File: config.mk
export PLATFORM = sky130hd
export DESIGN_NAME = deq_cell
export DESIGN_NICKNAME = d
export VERILOG_FILES = /design/src/rtl/deq_pkg.sv /design/src/rtl/deq_cell.sv
export SDC_FILE = /design/constraint.sdc
export NUM_CORES = 1
export LEC_CHECK = 0
export ABC_AREA = 1
export BUFFER_PORTS_ARGS = -buffer_cell sky130_fd_sc_hd__buf_4
export CELL_PAD_IN_SITES_DETAIL_PLACEMENT = 1
export CELL_PAD_IN_SITES_GLOBAL_PLACEMENT = 1
export CORE_MARGIN = 1.5
export CORE_UTILIZATION = 28
export DETAILED_ROUTE_END_ITERATION = 8
export PLACE_DENSITY = 0.83
export REMOVE_ABC_BUFFERS = 1
export SLEW_MARGIN = 15
export SYNTH_ARGS = -nofsm -noshare
export SYNTH_HDL_FRONTEND = slang
export SYNTH_SLANG_ARGS = --single-unit
File: constraint.sdc
create_clock -name clk -period 3.2 [get_ports clk]
set_input_delay 0.16 -clock clk [delete_from_list [all_inputs] [get_ports clk]]
set_output_delay 0.16 -clock clk [all_outputs]
set_load 0.01 [all_outputs]
File: src/rtl/deq_pkg.sv
// ----------------------------------------------------------------------------
// deq_pkg
// types and codes shared by the circular deque files
// ----------------------------------------------------------------------------
package deq_pkg;

	localparam int WORD_W  = 32;
	localparam int CMD_W   = 3;
	localparam int STAT_W  = 2;
	localparam int COUNT_W = 8;
	localparam int CAP_W   = 8;

	typedef logic [WORD_W-1:0] word_t;

	typedef enum logic [CMD_W-1:0] {
		CMD_PUSH_FRONT = 3'd0,
		CMD_PUSH_BACK  = 3'd1,
		CMD_POP_FRONT  = 3'd2,
		CMD_POP_BACK   = 3'd3,
		CMD_CLEAR      = 3'd4
	} cmd_t;

	typedef enum logic [STAT_W-1:0] {
		STAT_OK    = 2'd0,
		STAT_FULL  = 2'd1,
		STAT_EMPTY = 2'd2
	} status_t;

	typedef enum logic [2:0] {
		CELL_HOLD,
		CELL_SHR,
		CELL_SHL,
		CELL_APPEND,
		CELL_TRUNC,
		CELL_CLR
	} cell_op_t;

	typedef struct packed {
		cell_op_t op;
		word_t    value;
	} cell_ctrl_t;

	typedef enum logic [1:0] {
		S_IDLE,
		S_TREE1,
		S_TREE2,
		S_LOAD
	} state_t;

endpackage

File: src/rtl/deq_cell.sv
// ----------------------------------------------------------------------------
// deq_cell
// one slot of the deque chain: occupancy flag and entry, shifts to neighbours
// ----------------------------------------------------------------------------
module deq_cell (
	input  logic                clk,
	input  logic                arst_n,
	input  deq_pkg::cell_ctrl_t ctrl,
	input  logic                left_occ,
	input  deq_pkg::word_t      left_data,
	input  logic                right_occ,
	input  deq_pkg::word_t      right_data,
	output logic                occ,
	output deq_pkg::word_t      data
);

	logic           occ_q;
	logic           occ_d;
	deq_pkg::word_t data_q;
	deq_pkg::word_t data_d;
	logic           data_en;

	always_comb begin
		occ_d   = occ_q;
		data_d  = data_q;
		data_en = 1'b0;
		case (ctrl.op)
			deq_pkg::CELL_SHR: begin
				occ_d   = left_occ;
				data_d  = left_data;
				data_en = 1'b1;
			end
			deq_pkg::CELL_SHL: begin
				occ_d   = right_occ;
				data_d  = right_data;
				data_en = 1'b1;
			end
			deq_pkg::CELL_APPEND: begin
				if (!occ_q && left_occ) begin
					occ_d   = 1'b1;
					data_d  = ctrl.value;
					data_en = 1'b1;
				end
			end
			deq_pkg::CELL_TRUNC: begin
				if (occ_q && !right_occ) begin
					occ_d = 1'b0;
				end
			end
			deq_pkg::CELL_CLR: begin
				occ_d = 1'b0;
			end
			default: begin
				occ_d = occ_q;
			end
		endcase
	end

	always_ff @(posedge clk or negedge arst_n) begin
		if (!arst_n) begin
			occ_q <= 1'b0;
		end else begin
			occ_q <= occ_d;
		end
	end

	always_ff @(posedge clk) begin
		if (data_en) begin
			data_q <= data_d;
		end
	end

	assign occ  = occ_q;
	assign data = data_q;

endmodule

# Word-level counts from Yosys, hierarchy flattened

Index checks and enable logic that the tools add are counted.

Muxes and demuxes: 7
Reduce and logical (&&, ||, !) cells: 9
Equal/unequal tests: 7

Operators with widths:

| operator                                                        | number |
|---|---|
| 32-bit case mux with 3 select lines                             | 1 |
| 32-bit two-way mux                                              | 1 |
| 3-bit by 2-bit == test with 1-bit output, second input constant | 2 |
| 3-bit == test, second input constant                            | 2 |
| 3-bit AND reduction                                             | 2 |
| 1-bit case mux with 5 select lines                              | 1 |
| 5-bit nonzero test                                              | 1 |
| 2-bit != test, second input constant                            | 2 |
| 3-bit by 1-bit == test with 1-bit output, second input constant | 1 |
| 1-bit two-way mux                                               | 3 |
| 3-bit nonzero test                                              | 1 |
| 1-bit logical AND                                               | 2 |
| 1-bit zero test                                                 | 2 |
| 1-bit case mux with 2 select lines                              | 1 |
| 2-bit OR reduction                                              | 1 |

Input bits: 103
Word-level logic and storage cells: 25
Output and inout bits: 33
Bits in registers: 33

# Longest topological paths before layout

Gate-level depths: netlist of run 1.

Word-level depth: 5
Mapped depth: 7
Mapped depth without buffers: 7

# Least setup slack after synthesis of run 1

No wires, ideal clock.

Path type: flip-flop to flip-flop
From: reg occ_q, in the netlist occ
To: reg data_q[0], in the netlist data[0], enable pin
Clock period less this slack: 2.388 ns
Stages on the path, launching flop included: 4
Path buffers: 0
Required time: 2.779 ns
Arrival: 1.967 ns
Slack: 0.812 ns
Path through: dfrtp_1 -> nor2_1 -> o21bai_1 -> nor2_1

Word-level cells in the longest chain between the ends: 5
Elaborated cells between the ends (all ways): 6
Classes of those cells: eq/ne (1); mux (2); reduce/logical (3)

Ends and longest elaborated chain:

| what                               | RTL line       | text |
|---|---|---|
| start, declared                    | deq_cell.sv:17 | `logic occ_q;` |
| start signal, assigned             | deq_cell.sv:61 | `occ_q <= 1'b0;` |
| start signal, assigned             | deq_cell.sv:63 | `occ_q <= occ_d;` |
| 1-bit zero test (*)                | deq_cell.sv:39 | `if (!occ_q && left_occ) begin` |
| 1-bit logical AND (*)              | deq_cell.sv:39 |  |
| 1-bit two-way mux                  | deq_cell.sv:39 |  |
| 1-bit case mux with 2 select lines | deq_cell.sv:27 | `case (ctrl.op)` |
| 3-bit AND reduction (no line) (*)  | -              |  |
| end signal, assigned               | deq_cell.sv:69 | `data_q <= data_d;` |
| end, declared                      | deq_cell.sv:19 | `deq_pkg::word_t data_q;` |

Mark *: on every way between the ends. The rest lies on a longest branch, timed or not.
A chain may end at the register's enable or synchronous reset.

# Final worst setup path of run 1

From: reg occ_q, in the netlist occ
To: reg data_q[13], in the netlist data[13], enable pin

The elaborated chain is that of the path after synthesis.

==> flow_metrics.tcl, run 1 <==
set metrics [dict create \
    syn_area_per_cell_um2 9.33 \
    worstPathMaxFanout 32 \
    route.vias.total 2052 \
    yosysUniqueCellTypes 19 \
    ant_nets 0 \
    layout-drive-gt1-share_pct 47.7 \
    global_route_wire_length_before_repair_um 10200 \
    initial_utilization_pct 29.6 \
    row_count 29 \
    grt_usage_pct 17.8 \
    clk_path_buf_depth 2 \
    path_clk_slew_ps 70 \
    detail_route.first_pass.iterations 8 \
    violations_in_the_final_reports "DRC" \
    gr-total-overflow 0 \
    final.setup.tns_ps 0 \
    cts_sinks 33 \
    max_clock_skew_ps 4.08 \
    netlist_top_cells_area "edfxtp_1, nand3_1, a31oi_1, nor2_1, nand3_2" \
    final_replace_weighted_congestion 0.786 \
    ys.warnings.count 0 \
    finish.net_count 433 \
    finalMaxSlewViolations 0 \
    cts_repair_resized_insts 0 \
    ys_dominant_reg_cell "edfxtp_1" \
    synth_cells 205 \
    cts_made_buffers 5 \
    rsz0062_at_grt "false" \
    synth.cell_area_mm2 0.00191 \
    power_density_mw_per_mm2 364 \
    synth_edf_count 32 \
    tritoncts "built" \
    core_mm2 0.00646 \
    count_leader_synth "nand3_1" \
    synth-async-reset-ratio_pct 3.03 \
    crit_path_start_kind "register" \
    die_area_mm2 0.00733 \
    drt-initial-drc-count 66 \
    synth_area_leader_cell "edfxtp_1" \
    htree_levels 2 \
    yosys.area.top_type_share_pct 50.3 \
    syn2layout_area_growth_pct 58.1 \
    die_height_um 85.6 \
    routed_via_density 5.05 \
    fin_hold_ws_ps 190 \
    slew-limit-headroom_pct 37.1 \
    required_ps 3100 \
    path_class "reg -> reg" \
    final-setup-viol-count 0 \
    hpwlAfterDp_um 4840 \
    timing.final.hold_violations 0 \
    max_clock_freq_mhz 566 \
    placement.io_buffers 135 \
    synth-seq-cells 33 \
    layout_worst_path_cycle_share_pct 55.3 \
    r2r_cells 3 \
    worstSkewPairLatency_ps 280 \
    chipWidth_um 85.6 \
    worstPathArrival_ps 1670 \
    instances_no_fill 406 \
    max_rail_drop_vdd_mv 0.133 \
    io_pins 136 \
    wl_um 6500 \
    worst_slew_pin_slew_ps 942 \
    route.detailed.wl_per_inst_um 16.0 \
    drt_drc_violations_left 10 \
    grt_antenna_before_repair 0 \
    timing.max_cap.violations 0 \
    hp-class "in -> async" \
    setup.reg_to_reg.worst_slack_ps 1430 \
    synth-seq-area-share_pct 51.6 \
    min_period_ps 1770 \
    critical_path_end_type "register" \
    post_synth_most_frequent_cells "nand3_1, nor2_1, a31oi_1, edfxtp_1, nand3_2" \
    final_util_pct 46.8 \
    outcome "complete, but fails checks" \
    placedCellCount 398 \
    grt_max_degree 44 \
    total_leakage_power_nw 1.25 \
    regToRegEndpoint "data[13]" \
    first_global_vias 2107 \
    worst_r2r_startpoint "occ" \
    diodes 0 \
    cts.root.buffer_cell "clkbuf_8" \
]
==> power breakdown <==
part / leakage, nW / internal, mW / total, mW / switching, mW
combinational: 0.898 / 0.148 / 0.280 / 0.132
sequential: 0.317 / 0.516 / 0.526 / 0.0100
clock: 0.0387 / 0.147 / 0.294 / 0.148
==> per-stage QoR <==
step                power (mW)  instance area, um^2  worst slack [ps]
global placement         0.808                 2940              1410
finish                    1.10                 3020              1430
global route              1.15                 3020              1300
floorplan                0.633                 1780               812
CTS                       1.11                 3020              1400
detailed placement       0.818                 2940              1330
==> area by class of cell <==
class	instances	area, um^2
clock buffer	6	72.6
multi-input combinational	146	795
clock inverter	1	3.75
inverter	5	18.8
tap	77	96.3
fill	785	3440
timing repair buffer	138	1050
sequential	33	986
==> critical path, cell delays in order (launching register included) <==
cell      delay, ps
dfrtp_1         410
nor2_1          110
o21bai_1        120
nor2_4          740
==> routing by layer <==
metal | up-vias | share of wire (%) | track usage (%)
met4 | 0 | 0.95 | 4.40
met2 | 80 | 52 | 33.6
met5 | - | 0 | 0
li1 | 1001 | - | -
met3 | 5 | 8.7 | 4.23
met1 | 966 | 38 | 20.0
==> kinds of logic (layout without fill, tap and decap cells) <==
kind of cell    after synthesis  in the layout  share of synthesized area [%]
fa+ha+maj                     1              1                          0.654
buf+inv                      26            150                           7.66
simple gates                112            112                           29.3
compound gates               33             33                           10.9
flops                        33             33                           51.6
==> repair_timing <==
action / in CTS / in global routing
setup buffers: 0 / 0
hold endpoints to repair: 1 / 0
hold buffers: 1 / 0
==> sequential cells by signal (all words and copies together), names as in the netlist <==
name  count
data     32
occ       1
==> placed cells by master (no fill, tap or decap), drive strengths merged <==
master / n
edfxtp: 32
ha: 1
inv: 5
clkinv: 1
nand2: 9
a31oi: 32
clkbuf: 6
dfrtp: 1
nor2: 36
nand3b: 1
dlygate4sd3: 1
buf: 137
o21bai: 1
nand3: 66
==> worst max path at each step <==
| stage | start | to | cells past startpoint |
|---|---|---|---|
| finish | occ | data[13] | 3 |
| global route | occ | data[24] | 3 |
| CTS | occ | data[24] | 3 |
| detailed placement | ctrl[32] | data[25] | 3 |
| global placement | ctrl[32] | data[25] | 3 |
| floorplan | occ | data[0] | 3 |
(Power assumes the default switching activity.)
==> run 2, diff against run 1 <==
==> constraint.sdc (replaced) <==
create_clock -name clk -period 1.7 [get_ports clk]
set_input_delay 0.085 -clock clk [delete_from_list [all_inputs] [get_ports clk]]
set_output_delay 0.085 -clock clk [all_outputs]
set_load 0.01 [all_outputs]
==> run 2 against run 1 <==
The flow still finishes with violations (DRC). Worst setup slack got worse by 1100 ps. Wire length increased by 2.3%. Worst hold slack got worse by 71 ps. Core utilization increased by 1.2 points. Register-to-register slack got worse by 1100 ps. Sequential cell count unchanged. Cell area increased by 2.5%. Critical path depth increased by 1. Cell count increased by 1.7%. Global-route usage increased by 0.46 points. Clock skew increased by 1.2 ps. Highest routed layer unchanged.
==> flow_metrics.tcl, run 2 (synthesis gave the netlist of run 1 again) <==
set metrics [dict create \
    area_taken_by_multi_input_logic_gates_um2 795 \
    min_period_ps 1360 \
    maximum_single_stage_delay_on_the_critical_path_ps 400 \
    final_common_cell "buf_4" \
    placement.io_buffers 135 \
    io_pins 136 \
    required_ps 1660 \
    most-common-layout-cells "buf_4, nand3_1, nor2_1, a31oi_1, edfxtp_1" \
    routed_via_density 5.00 \
    finish.net_count 439 \
    cts.root.buffer_cell "clkbuf_8" \
    critical_path_end_type "register" \
    violations_in_the_final_reports "DRC" \
    fin_hold_ws_ps 119 \
    die_height_um 85.6 \
    drt-initial-drc-count 68 \
    grt_max_degree 35 \
    slew-limit-headroom_pct 75.6 \
    hpwlAfterDp_um 5060 \
    cts_sinks 33 \
    grt_usage_pct 18.2 \
    htree_levels 2 \
    final_util_pct 48.0 \
    final-setup-viol-count 0 \
    placedCellCount 404 \
    tritoncts "built" \
    worstPathArrival_ps 1320 \
    largest_register_ffs 32 \
    clk_path_buf_depth 2 \
    worstPathMaxFanout 21 \
    final_replace_weighted_congestion 0.784 \
    row_count 29 \
    critical-path-slowest-cell "dfrtp_1" \
    layout_worst_path_cycle_share_pct 79.8 \
    max_clock_skew_ps 5.24 \
    worstSkewPairLatency_ps 280 \
    timing.max_cap.violations 0 \
    drt_drc_violations_left 10 \
    cts_made_buffers 5 \
    instances_no_fill 413 \
    max_clock_freq_mhz 737 \
    seqCellArea_um2 986 \
    wl_um 6650 \
    p_total_mw 2.24 \
    path_clk_slew_ps 60 \
    die_area_mm2 0.00733 \
    chipWidth_um 85.6 \
    core_mm2 0.00646 \
    gr-total-overflow 0 \
    crit_path_start_kind "register" \
    grt_antenna_before_repair 0 \
    max_rail_drop_vdd_mv 0.378 \
    post-cts-setup-buffers 0 \
    total_leakage_power_nw 1.30 \
    rsz0062_at_grt "false" \
    detail_route.first_pass.iterations 6 \
    first_global_vias 2102 \
    initial_utilization_pct 29.6 \
    timing.final.hold_violations 0 \
    power_density_mw_per_mm2 724 \
    layout-drive-gt1-share_pct 48.8 \
    finalMaxSlewViolations 0 \
    path_class "reg -> reg" \
    syn2layout_area_growth_pct 62.0 \
    ant_nets 0 \
    route.detailed.wl_per_inst_um 16.1 \
    global_route_wire_length_before_repair_um 10300 \
    critical_path.cell_chain "nor2_1, o21bai_1, nor2_4, buf_4" \
    outcome "complete, but fails checks" \
    hp-class "in -> async" \
    n_fill_cell 779 \
    final.setup.tns_ps 0 \
    route.vias.total 2065 \
    worst_slew_pin_slew_ps 366 \
    diodes 0 \
]
## run 2: cell types whose count changed in the layout (fill, tap and decap cells not counted), sizes merged
| cell | delta |
|---|---|
| bufinv | +1 |
| buf | +6 |
## run 2: metrics by stage
step                area [um^2]  setup WS (ps)
finish                     3100            343
global route               3100            256
CTS                        3100            328
detailed placement         2980            337
global placement           2980            358
floorplan                  1780           -688
## run 2: worst max-delay path, delay by kind of cell (launching register included)
kind | cells | cell delay [ps]
compound gates | 1 | 120
buf+inv | 1 | 290
flops | 1 | 400
simple gates | 2 | 220
## run 2: path summary, 6_finish.rpt
check	from	end	slack, ps	cells past startpoint
max	occ	data[24]	340	4
min	arst_n	occ	120	2
max reg2reg	occ	data[24]	340	4
min reg2reg	occ	occ	530	2
max in group asynchronous	arst_n	occ	1500	2
min in group clk	ctrl[33]	occ	140	4
## run 2: area by class of cell
class / count / share of cell area, %
timing repair buffer: 144 / 35.4
clock inverter: 2 / 1.09
multi-input combinational: 146 / 25.6
tap: 77 / 3.11
sequential: 33 / 31.8
clock buffer: 6 / 2.34
inverter: 5 / 0.606
## run 2: timing repair
| item | 4_1_cts | 5_1_grt |
|---|---|---|
| hold buffers | 1 | 0 |
| hold endpoints to repair | 1 | 0 |
| resized for setup | 0 | 0 |
## run 2: power by group
part	switching (mW)	total [mW]	internal, mW
combinational	0.253	0.541	0.288
clock	0.281	0.714	0.432
sequential	0.0188	0.988	0.970
total	0.553	2.24	1.69
## run 2: routing by layer
metal	share of wire (%)	track usage, %
met5	0	0
met4	1.3	6.89
met3	7.4	3.46
met2	51	33.4
met1	40	21.0
